`src/design/spq_pkg.sv`:
```
// spq_pkg: types and constants shared by the sorted priority queue modules
// no dependencies

package spq_pkg;

   localparam int DEPTH_DEFAULT = 16;

   localparam logic [1:0] OP_INSERT = 2'd0;
   localparam logic [1:0] OP_POP    = 2'd1;
   localparam logic [1:0] OP_REMOVE = 2'd2;

   typedef struct packed {
      logic [1:0]         operation;
      logic signed [31:0] key;
      logic [15:0]        process_id;
   } req_type;

   typedef struct packed {
      logic               found;
      logic signed [31:0] out_key;
      logic [15:0]        out_id;
      logic               rejected;
      logic [4:0]         entry_count;
   } rsp_type;

   typedef struct packed {
      logic capture;
      logic apply;
   } ctl_type;

   typedef enum logic {
      ST_IDLE,
      ST_APPLY
   } state_type;

endpackage

```
`src/design/spq_ctrl.sv`:
```
// spq_ctrl: two-state sequencer, capture an item then apply it to the queue
// depends on spq_pkg

module spq_ctrl import spq_pkg::*; (
   input  logic    clock,
   input  logic    reset,
   input  logic    start,
   output logic    busy,
   output ctl_type ctl
);

   state_type state_ff;
   state_type state_in;

   always_ff @(posedge clock) begin
      if (reset) begin
         state_ff <= ST_IDLE;
      end else begin
         state_ff <= state_in;
      end
   end

   always_comb begin
      state_in = state_ff;
      unique case (state_ff)
         ST_IDLE: begin
            if (start) state_in = ST_APPLY;
         end
         ST_APPLY: begin
            state_in = ST_IDLE;
         end
         default: state_in = ST_IDLE;
      endcase
   end

   always_comb begin
      ctl.capture = 1'b0;
      ctl.apply   = 1'b0;
      busy        = 1'b0;
      unique case (state_ff)
         ST_IDLE: begin
            ctl.capture = start;
         end
         ST_APPLY: begin
            ctl.apply = 1'b1;
            busy      = 1'b1;
         end
         default: busy = 1'b1;
      endcase
   end

endmodule

```
`src/design/spq_datapath.sv`:
```
// spq_datapath: shift-register row of sorted entries with per-slot compare
// depends on spq_pkg; driven by spq_ctrl

module spq_datapath import spq_pkg::*; #(
   parameter int DEPTH = DEPTH_DEFAULT
) (
   input  logic    clock,
   input  logic    reset,
   input  ctl_type ctl,
   input  req_type req_item,
   output logic    rsp_strobe,
   output rsp_type rsp_item
);

   localparam int CW = $clog2(DEPTH + 1);

   logic signed [31:0] keys_ff [DEPTH];
   logic signed [31:0] keys_in [DEPTH];
   logic [15:0]        ids_ff  [DEPTH];
   logic [15:0]        ids_in  [DEPTH];
   logic [CW-1:0]      count_ff;
   logic [CW-1:0]      count_in;
   req_type            req_ff;
   logic [DEPTH-1:0]   stay_ff;
   logic [DEPTH-1:0]   stay_in;
   logic [DEPTH-1:0]   match_ff;
   logic [DEPTH-1:0]   match_in;
   logic [DEPTH-1:0]   valid;
   logic [DEPTH-1:0]   hit_prefix;
   logic               rsp_strobe_ff;
   rsp_type            rsp_item_ff;
   rsp_type            rsp_in;
   logic [31:0]        count_wide;

   // per-slot compares against the incoming item, taken at capture
   always_comb begin
      for (int i = 0; i < DEPTH; i++) begin
         valid[i]    = CW'(i) < count_ff;
         stay_in[i]  = valid[i] && !(req_item.key < keys_ff[i]);
         match_in[i] = valid[i] && (ids_ff[i] == req_item.process_id);
      end
   end

   // slots at and after the first id match, log-depth prefix or
   always_comb begin
      hit_prefix = match_ff;
      for (int s = 1; s < DEPTH; s = s * 2) begin
         hit_prefix = hit_prefix | (hit_prefix << s);
      end
   end

   always_comb begin
      keys_in  = keys_ff;
      ids_in   = ids_ff;
      count_in = count_ff;
      rsp_in   = '0;
      unique case (req_ff.operation)
         OP_INSERT: begin
            if (count_ff == CW'(DEPTH)) begin
               rsp_in.rejected = 1'b1;
            end else begin
               // each slot keeps, takes the new item, or takes its left neighbor
               if (!stay_ff[0]) begin
                  keys_in[0] = req_ff.key;
                  ids_in[0]  = req_ff.process_id;
               end
               for (int i = 1; i < DEPTH; i++) begin
                  if (!stay_ff[i]) begin
                     if (stay_ff[i-1]) begin
                        keys_in[i] = req_ff.key;
                        ids_in[i]  = req_ff.process_id;
                     end else begin
                        keys_in[i] = keys_ff[i-1];
                        ids_in[i]  = ids_ff[i-1];
                     end
                  end
               end
               count_in = count_ff + CW'(1);
            end
         end
         OP_POP: begin
            if (count_ff != '0) begin
               rsp_in.found   = 1'b1;
               rsp_in.out_key = keys_ff[0];
               rsp_in.out_id  = ids_ff[0];
               for (int i = 0; i < DEPTH - 1; i++) begin
                  keys_in[i] = keys_ff[i+1];
                  ids_in[i]  = ids_ff[i+1];
               end
               count_in = count_ff - CW'(1);
            end
         end
         OP_REMOVE: begin
            if (|match_ff) begin
               rsp_in.found  = 1'b1;
               rsp_in.out_id = req_ff.process_id;
               for (int i = 0; i < DEPTH - 1; i++) begin
                  if (hit_prefix[i]) begin
                     keys_in[i] = keys_ff[i+1];
                     ids_in[i]  = ids_ff[i+1];
                  end
               end
               count_in = count_ff - CW'(1);
            end
         end
         default: ;
      endcase
      count_wide         = 32'(count_in);
      rsp_in.entry_count = count_wide[4:0];
   end

   always_ff @(posedge clock) begin
      if (reset) begin
         count_ff      <= '0;
         rsp_strobe_ff <= 1'b0;
      end else begin
         rsp_strobe_ff <= ctl.apply;
         if (ctl.apply) count_ff <= count_in;
      end
   end

   always_ff @(posedge clock) begin
      if (ctl.capture) begin
         req_ff   <= req_item;
         stay_ff  <= stay_in;
         match_ff <= match_in;
      end
      if (ctl.apply) begin
         keys_ff     <= keys_in;
         ids_ff      <= ids_in;
         rsp_item_ff <= rsp_in;
      end
   end

   assign rsp_strobe = rsp_strobe_ff;
   assign rsp_item   = rsp_item_ff;

`ifndef SYNTHESIS
   a_count_bound: assert property (@(posedge clock) disable iff (reset)
      32'(count_ff) <= DEPTH)
      else $error("entry count above depth");

   a_strobe_after_apply: assert property (@(posedge clock) disable iff (reset)
      ctl.apply |=> rsp_strobe_ff)
      else $error("apply gave no result strobe");

   a_count_step: assert property (@(posedge clock) disable iff (reset)
      !ctl.apply |=> $stable(count_ff))
      else $error("count changed outside apply");

   a_reject_full: assert property (@(posedge clock) disable iff (reset)
      ctl.apply && rsp_in.rejected |-> count_ff == CW'(DEPTH) && !rsp_in.found)
      else $error("reject while not full");
`endif

endmodule

```
`src/design/sorted_priority_queue.sv`:
```
// sorted_priority_queue: top level, sequencer plus sorted entry row
// depends on spq_pkg, spq_ctrl, spq_datapath
//
//   channel   ports                    handshake
//   request   req_item                 taken when start && !busy
//   response  rsp_item                 valid for the one cycle rsp_strobe is high
//
// every item is first compared against all slots, then the row is shifted;
// the result shows in the cycle after, while the next item may already be taken.
// reset clears the entry count; slot contents need no clearing.
// the receiver cannot stall, each result is shown exactly once.

module sorted_priority_queue import spq_pkg::*; #(
   parameter int DEPTH = DEPTH_DEFAULT
) (
   input  logic    clock,
   input  logic    reset,
   input  logic    start,
   output logic    busy,
   input  req_type req_item,
   output logic    rsp_strobe,
   output rsp_type rsp_item
);

   ctl_type ctl;

   spq_ctrl u_ctrl (
      .clock (clock),
      .reset (reset),
      .start (start),
      .busy  (busy),
      .ctl   (ctl)
   );

   spq_datapath #(
      .DEPTH (DEPTH)
   ) u_datapath (
      .clock      (clock),
      .reset      (reset),
      .ctl        (ctl),
      .req_item   (req_item),
      .rsp_strobe (rsp_strobe),
      .rsp_item   (rsp_item)
   );

endmodule

```
`config.mk`:
```
export PLATFORM = sky130hd
export DESIGN_NAME = sorted_priority_queue
export DESIGN_NICKNAME = d
export VERILOG_FILES = /design/src/design/spq_pkg.sv /design/src/design/spq_ctrl.sv /design/src/design/spq_datapath.sv /design/src/design/sorted_priority_queue.sv
export SDC_FILE = /design/constraint.sdc
export NUM_CORES = 2
export LEC_CHECK = 0
export BUFFER_PORTS_ARGS = -buffer_cell sky130_fd_sc_hd__buf_2
export CORE_ASPECT_RATIO = 2
export CORE_MARGIN = 3
export CORE_UTILIZATION = 50
export CTS_CLUSTER_SIZE = 12
export DETAILED_ROUTE_END_ITERATION = 16
export PLACE_DENSITY_LB_ADDON = 0.1
export SLEW_MARGIN = 20
export SYNTH_ARGS = -nofsm -noshare
export SYNTH_HDL_FRONTEND = slang
export SYNTH_SLANG_ARGS = --single-unit
```
`constraint.sdc`:
```
create_clock -name clock -period 9.4 [get_ports clock]
set_clock_uncertainty 0.15 [all_clocks]
set_input_delay 0.47 -clock clock [delete_from_list [all_inputs] [get_ports clock]]
set_output_delay 0.47 -clock clock [all_outputs]
set_load 0.02 [all_outputs]
```
### Word level (Yosys, flattened, before mapping)

Index checks and enable logic that the tools add are counted.

| storage, ports and cells | value |
|---|---|
| logic and storage cells | 321 |
| bits in registers | 912 |
| output and inout port bits | 57 |

| operators by class | value |
|---|---|
| multiplexer cells | 114 |
| add/sub/neg operators | 2 |
| magnitude comparators | 32 |
| equality and inequality tests | 52 |
| bitwise operators | 7 |
| reduce and logical (&&, ||, !) cells | 69 |

Operator list:

| kind | count |
|---|---|
| 32-bit two-way mux | 46 |
| 480-bit one-hot mux with 3 select lines | 1 |
| 480-bit two-way mux | 2 |
| 16-bit two-way mux | 47 |
| 240-bit one-hot mux with 3 select lines | 1 |
| 32-bit < comparator | 16 |
| 512-bit two-way mux | 1 |
| 240-bit two-way mux | 2 |
| 16-bit equality test | 16 |
| 256-bit two-way mux | 1 |
| 7-bit AND reduction | 15 |
| 15-bit bitwise OR | 4 |
| 49-bit two-way mux | 1 |
| 4-bit by 5-bit < comparator with 1-bit output (first input constant) | 8 |
| 2-bit by 1-bit != test with 1-bit output (second input constant) | 17 |
| 1-bit logical AND | 32 |
| 2-bit != test (second input constant) | 16 |
| 16-bit one-hot mux with 2 select lines | 1 |
| 3-bit by 5-bit < comparator with 1-bit output (first input constant) | 4 |
| 1-bit logical NOT | 16 |
| 16-bit OR reduction | 1 |
| 5-bit two-way mux | 3 |
| 5-bit one-hot mux with 3 select lines | 1 |
| 1-bit by 5-bit < comparator with 1-bit output (first input constant) | 2 |
| other kinds (14) | 22 |

### Logic depth before layout (Yosys ltp)

| depth | value |
|---|---|
| depth after elaboration | 7 |
| gate-level depth with buffers | 11 |
| depth with buffers taken out | 8 |

### Cells and area by module

Synthesis repeated with hierarchy kept, for this count alone.

| second synthesis, totals | value |
|---|---|
| cell total of the unflattened synthesis | 5794 |
| area total of the unflattened synthesis | 59052.9 um2 |

Modules (own cells, without submodules):

| module | times used | area an instance (um2) | cells an instance |
|---|---|---|---|
| spq_datapath | 1 | 58999.1 | 5789 |
| spq_ctrl | 1 | 53.8 | 5 |

### Worst setup path after synthesis

Ideal clock, no wire load.

| timing | value |
|---|---|
| kind | flip-flop to flip-flop |
| start | reg u_ctrl.state_ff |
| end | reg u_datapath.ids_ff[16] (netlist name) (enable) |
| path slack | 2.606 ns |
| data arrival time | 6.118 ns |
| cell stages (with the launch flop) | 6 |
| data required time | 8.724 ns |
| path through | dfxtp_1 clkbuf_1 nor2b_1 nand3_2 buf_2 a211oi_1 |

| between the ends | value |
|---|---|
| word-level cells in the longest chain between the ends | 2 |

RTL lines:

| element | line | RTL |
|---|---|---|
| start, declared | spq_ctrl.sv:12 | `state_type state_ff;` |
| start signal, assigned | spq_ctrl.sv:19 | `state_ff <= state_in;` |
| 1-bit two-way mux | spq_ctrl.sv:40 | `unique case (state_ff)` |
| 7-bit AND reduction (no line) | - |  |
| end signal, assigned | spq_datapath.sv:130 | `ids_ff <= ids_in;` |
| end, declared | spq_datapath.sv:19 | `logic [15:0] ids_ff [DEPTH];` |

Every way passes these cells.
A chain may end at the register's enable or synchronous reset.

### Final worst setup path

| timing | value |
|---|---|
| start | reg u_datapath.req_ff[49] (netlist name) |
| end | reg u_datapath.keys_ff[362] (netlist name) (enable) |

| between the ends | value |
|---|---|
| word-level cells in the longest chain between the ends | 3 |
| elaborated cells on any way between the ends | 10 |
| those cells by class | 7 x eq/ne; 3 x reduce/logical |

RTL lines:

| element | line | RTL |
|---|---|---|
| start, declared | spq_datapath.sv:23 | `req_type req_ff;` |
| start signal, assigned | spq_datapath.sv:124 | `req_ff <= req_item;` |
| 2-bit equality test (tied with other cells) | spq_datapath.sv:57 | `unique case (req_ff.operation)` |
| 2-bit by 1-bit != test with 1-bit output (no line) (tied with other cells) | - |  |
| 7-bit AND reduction (no line) (*) | - |  |
| end signal, assigned | spq_datapath.sv:129 | `keys_ff <= keys_in;` |
| end, declared | spq_datapath.sv:17 | `logic signed [31:0] keys_ff [DEPTH];` |

Every way passes the cells marked *; elsewhere a longest branch is shown, timed or not.

==> results.py <==
metrics = {
    "outcome": {
        "status": "complete, no violations",
    },
    "finish": {
        "nNetsFinal": 6269,
        "layout-drive-gt1-share_pct": 6.30,
        "syn2layout_area_growth_pct": 7.84,
        "final_area_um2": 63600,
        "final_core_util_pct": 54.5,
    },
    "sta": {
        "setup_viol": 0,
        "final_hold_viol_count": 0,
        "maxClockFrequency_ghz": 0.221,
        "setup_slack_ns": 4.87,
        "timing.max_slew.rel_slack_pct": 20.4,
        "post_layout_minimum_cycle_time_ns": 4.53,
        "final_critical_path_share_of_the_clock_period_pct": 48.2,
        "grt_setup_unrepaired": "no",
        "finalSetupTns_ns": 0,
        "worst_slew_pin_slew_ns": 1.16,
        "final-max-slew-violation-count": 0,
    },
    "global_routing": {
        "global_route.usage.total_pct": 34.4,
        "pin_count_of_the_biggest_net_entering_global_routing": 244,
        "gr-total-overflow": 0,
        "grt_first_pass_wirelength_um": 310000,
        "antenna_found_initial": 8,
        "first_global_vias": 46308,
    },
    "route": {
        "route.vias.total": 45487,
        "wl_per_cell_um": 29.5,
        "drt_wl_total_um": 215000,
        "dr.first_iter.drc_count": 3636,
        "vias_per_cell": 6.24,
        "drtPass1Iterations": 5,
        "final_routed_drc_violation_total": 0,
        "antenna_left": 0,
    },
    "placed_design": {
        "place_congestion": 0.940,
        "dp_slack_ns": 4.83,
        "placedInstanceArea_um2": 60900,
        "dpl.hpwl_um": 155000,
        "placement.io_buffers": 109,
    },
    "setup_path": {
        "maximum_cell_stage_delay_along_the_critical_path_ns": 1.22,
        "crit_path_end_kind": "flop",
        "path_delay_family": "compound AO/OA/AOI/OAI gates",
        "critPathBufInv": 2,
        "critical_path_class": "flop to flop",
        "critical_path_arrival_ns": 4.72,
        "worstSetupPathDepth": 7,
        "timing.critical_path.cells": "inv_1 -> ha_4 -> and2_1 -> o21ai_0 -> nand3_2 -> a211oi_4 -> buf_4",
        "crit_path_start_kind": "flop",
        "slowest_stage_cell_on_the_critical_path": "sky130_fd_sc_hd__a211oi_4",
        "crit_path_max_fanout": 32,
        "cp.required_ns": 9.59,
        "reg2regPathDepth": 7,
    },
    "synthesis": {
        "syn-mean-instance-area_um2": 10.2,
        "synth_seq_area_share_pct": 46.3,
        "synth.net_count": 6347,
        "synth_cell_types": 63,
        "ys_ff_latch": 912,
        "synth_async_sr_flop_share_pct": 0,
        "synthCells": 5791,
        "syn-cell-area_um2": 59000,
        "ys_warn_count": 0,
        "most_frequently_used_flop_master_after_synthesis": "sky130_fd_sc_hd__edfxtp_1",
        "synth_edf_count": 905,
    },
    "cts": {
        "numCtsBuffers": 91,
        "numClockSinks": 912,
        "clock_pin_transition_on_the_worst_setup_and_hold_timing_paths_ns": 0.06,
        "root_buffer": "sky130_fd_sc_hd__clkbuf_16",
        "clock_latency_reported_for_the_late_side_of_the_worst_skew_pair_ns": 0.73,
        "tritoncts": "yes",
        "post_cts_resized": 0,
        "clock_tree.htree_level_count": 3,
        "clock_tree.buffer_depth": 3,
    },
    "floorplanning": {
        "coreArea_um2": 117000,
        "ios": 110,
        "die_area_um2": 122000,
        "core_rows": 177,
        "floorplan.die.height_um": 492,
        "die_width_um": 249,
        "floorplan.initialDensity_pct": 50.5,
    },
    "pwr": {
        "p_leak_uw": 0.0263,
        "total_power_uw": 10400,
        "worst_ir_drop_vdd_mv": 0.165,
        "pwr_density_cell_nw_per_um2": 164,
    },
    "worst_hold_path": {
        "holdPathStages": 1,
        "timing.hold.worst.class": "input port to flop",
    },
    "job": {
        "maxCapViolCount": 0,
    },
}
synth_stat cells, types with 47 or more instances:
cell type / instances / area (um2)
sky130_fd_sc_hd__nand2_1: 858 / 3220
sky130_fd_sc_hd__nor4_1: 47 / 294
sky130_fd_sc_hd__xor2_1: 160 / 1400
sky130_fd_sc_hd__ha_1: 503 / 6290
sky130_fd_sc_hd__xnor2_1: 97 / 850
sky130_fd_sc_hd__inv_1: 527 / 1980
sky130_fd_sc_hd__clkbuf_1: 268 / 1010
sky130_fd_sc_hd__nor2_1: 105 / 394
sky130_fd_sc_hd__a22o_1: 48 / 420
sky130_fd_sc_hd__buf_2: 68 / 340
sky130_fd_sc_hd__mux2i_1: 675 / 6760
sky130_fd_sc_hd__nand4_1: 77 / 482
sky130_fd_sc_hd__edfxtp_1: 905 / 27200
sky130_fd_sc_hd__o21ai_0: 802 / 4010
sky130_fd_sc_hd__a21oi_1: 190 / 951
registers in the layout, indices dropped and copies added, names as in the netlist:
signal,count
u_ctrl.state_ff,1
u_datapath.count_ff,5
u_datapath.ids_ff,256
u_datapath.keys_ff,512
u_datapath.match_ff,16
u_datapath.req_ff,50
u_datapath.rsp_item,55
u_datapath.rsp_strobe,1
u_datapath.stay_ff,16
layout make-up:
class                   count  area, um2
clock inverters            28        178
diodes                      6       15.0
fillers                 10575      53100
clock buffers             114       2420
inverters                 527       1980
repair buffers            202       1340
well taps                1521       1900
flip-flops and latches    912      27300
multi-input cells        3979      28500
stage by stage:
step / cells / hold slack, ns
2_1_floorplan: 5791 / 0.367
3_3_place_gp: 7132 / 0.386
3_5_place_dp: 7135 / 0.396
4_1_cts: 7280 / 0.0429
5_1_grt: 7284 / 0.0806
6_report: 7289 / 0.0817
kinds of logic after synthesis:
family / Yosys count / share of synthesized area, %
compound gates: 1237 / 11.8
simple gates: 1287 / 9.68
fa+ha+maj: 503 / 10.7
mux: 695 / 11.8
xor+xnor: 257 / 3.82
flops: 912 / 46.3
buf+inv: 900 / 5.92
metal layers:
metal  global-route usage, %  wire length (um)
met1                    33.9             71400
met2                    61.5            110000
met3                    5.24             10700
met4                    31.9             23600
met5                       0                13
report_power, final:
group / total (uW) / internal, uW / switching, uW
logic: 1910 / 636 / 1270
clock network: 3500 / 1830 / 1670
registers: 5040 / 4790 / 249
worst paths after layout:
path | start | endpoint | slack, ns
setup / recovery | u_datapath.req_ff[49]$_DFFE_PP_ | u_datapath.keys_ff[362]$_DFFE_PP_ | 4.87
hold reg to reg | u_datapath.keys_ff[29]$_DFFE_PP_ | u_datapath.keys_ff[61]$_DFFE_PP_ | 0.42
setup reg to reg | u_datapath.req_ff[49]$_DFFE_PP_ | u_datapath.keys_ff[362]$_DFFE_PP_ | 4.87
hold / removal | req_item[28] | u_datapath.req_ff[28]$_DFFE_PP_ | 0.08
cell usage in the layout (no fill, tap or decap), types with 7 or more instances in the layout:
cell type	Yosys	routed
sky130_fd_sc_hd__a221oi_1	32	26
sky130_fd_sc_hd__nand3_1	40	40
sky130_fd_sc_hd__o211ai_1	7	7
sky130_fd_sc_hd__nor4_1	47	45
sky130_fd_sc_hd__and4_1	43	43
sky130_fd_sc_hd__buf_2	68	109
sky130_fd_sc_hd__a21o_1	39	39
sky130_fd_sc_hd__ha_1	503	502
sky130_fd_sc_hd__a211oi_4	0	7
sky130_fd_sc_hd__edfxtp_1	905	905
sky130_fd_sc_hd__o21ai_0	802	802
sky130_fd_sc_hd__o21ai_1	10	9
sky130_fd_sc_hd__nand2_1	858	858
sky130_fd_sc_hd__a221o_1	14	14
sky130_fd_sc_hd__buf_4	3	79
sky130_fd_sc_hd__clkbuf_16	0	93
sky130_fd_sc_hd__xor2_1	160	160
sky130_fd_sc_hd__inv_1	527	527
sky130_fd_sc_hd__a22oi_1	16	16
sky130_fd_sc_hd__clkbuf_1	268	20
sky130_fd_sc_hd__nor3_1	26	26
sky130_fd_sc_hd__a211oi_1	22	15
sky130_fd_sc_hd__a21oi_1	190	189
sky130_fd_sc_hd__xnor2_1	97	97
sky130_fd_sc_hd__mux2_2	18	18
sky130_fd_sc_hd__clkinv_1	0	17
sky130_fd_sc_hd__mux2i_1	675	675
sky130_fd_sc_hd__or3_1	15	15
sky130_fd_sc_hd__nand2b_1	9	8
sky130_fd_sc_hd__nand4_1	77	77
sky130_fd_sc_hd__a22o_1	48	48
sky130_fd_sc_hd__nor2_1	105	103
sky130_fd_sc_hd__nor2b_1	41	40
sky130_fd_sc_hd__a31oi_1	9	9
what timing repair did:
| action | CTS | global route |
|---|---|---|
| buffers inserted | 0 | 0 |
| hold buffers | 3 | 0 |
| endpoints found under the hold margin | 6 | 0 |
(Power assumes the default switching activity.)
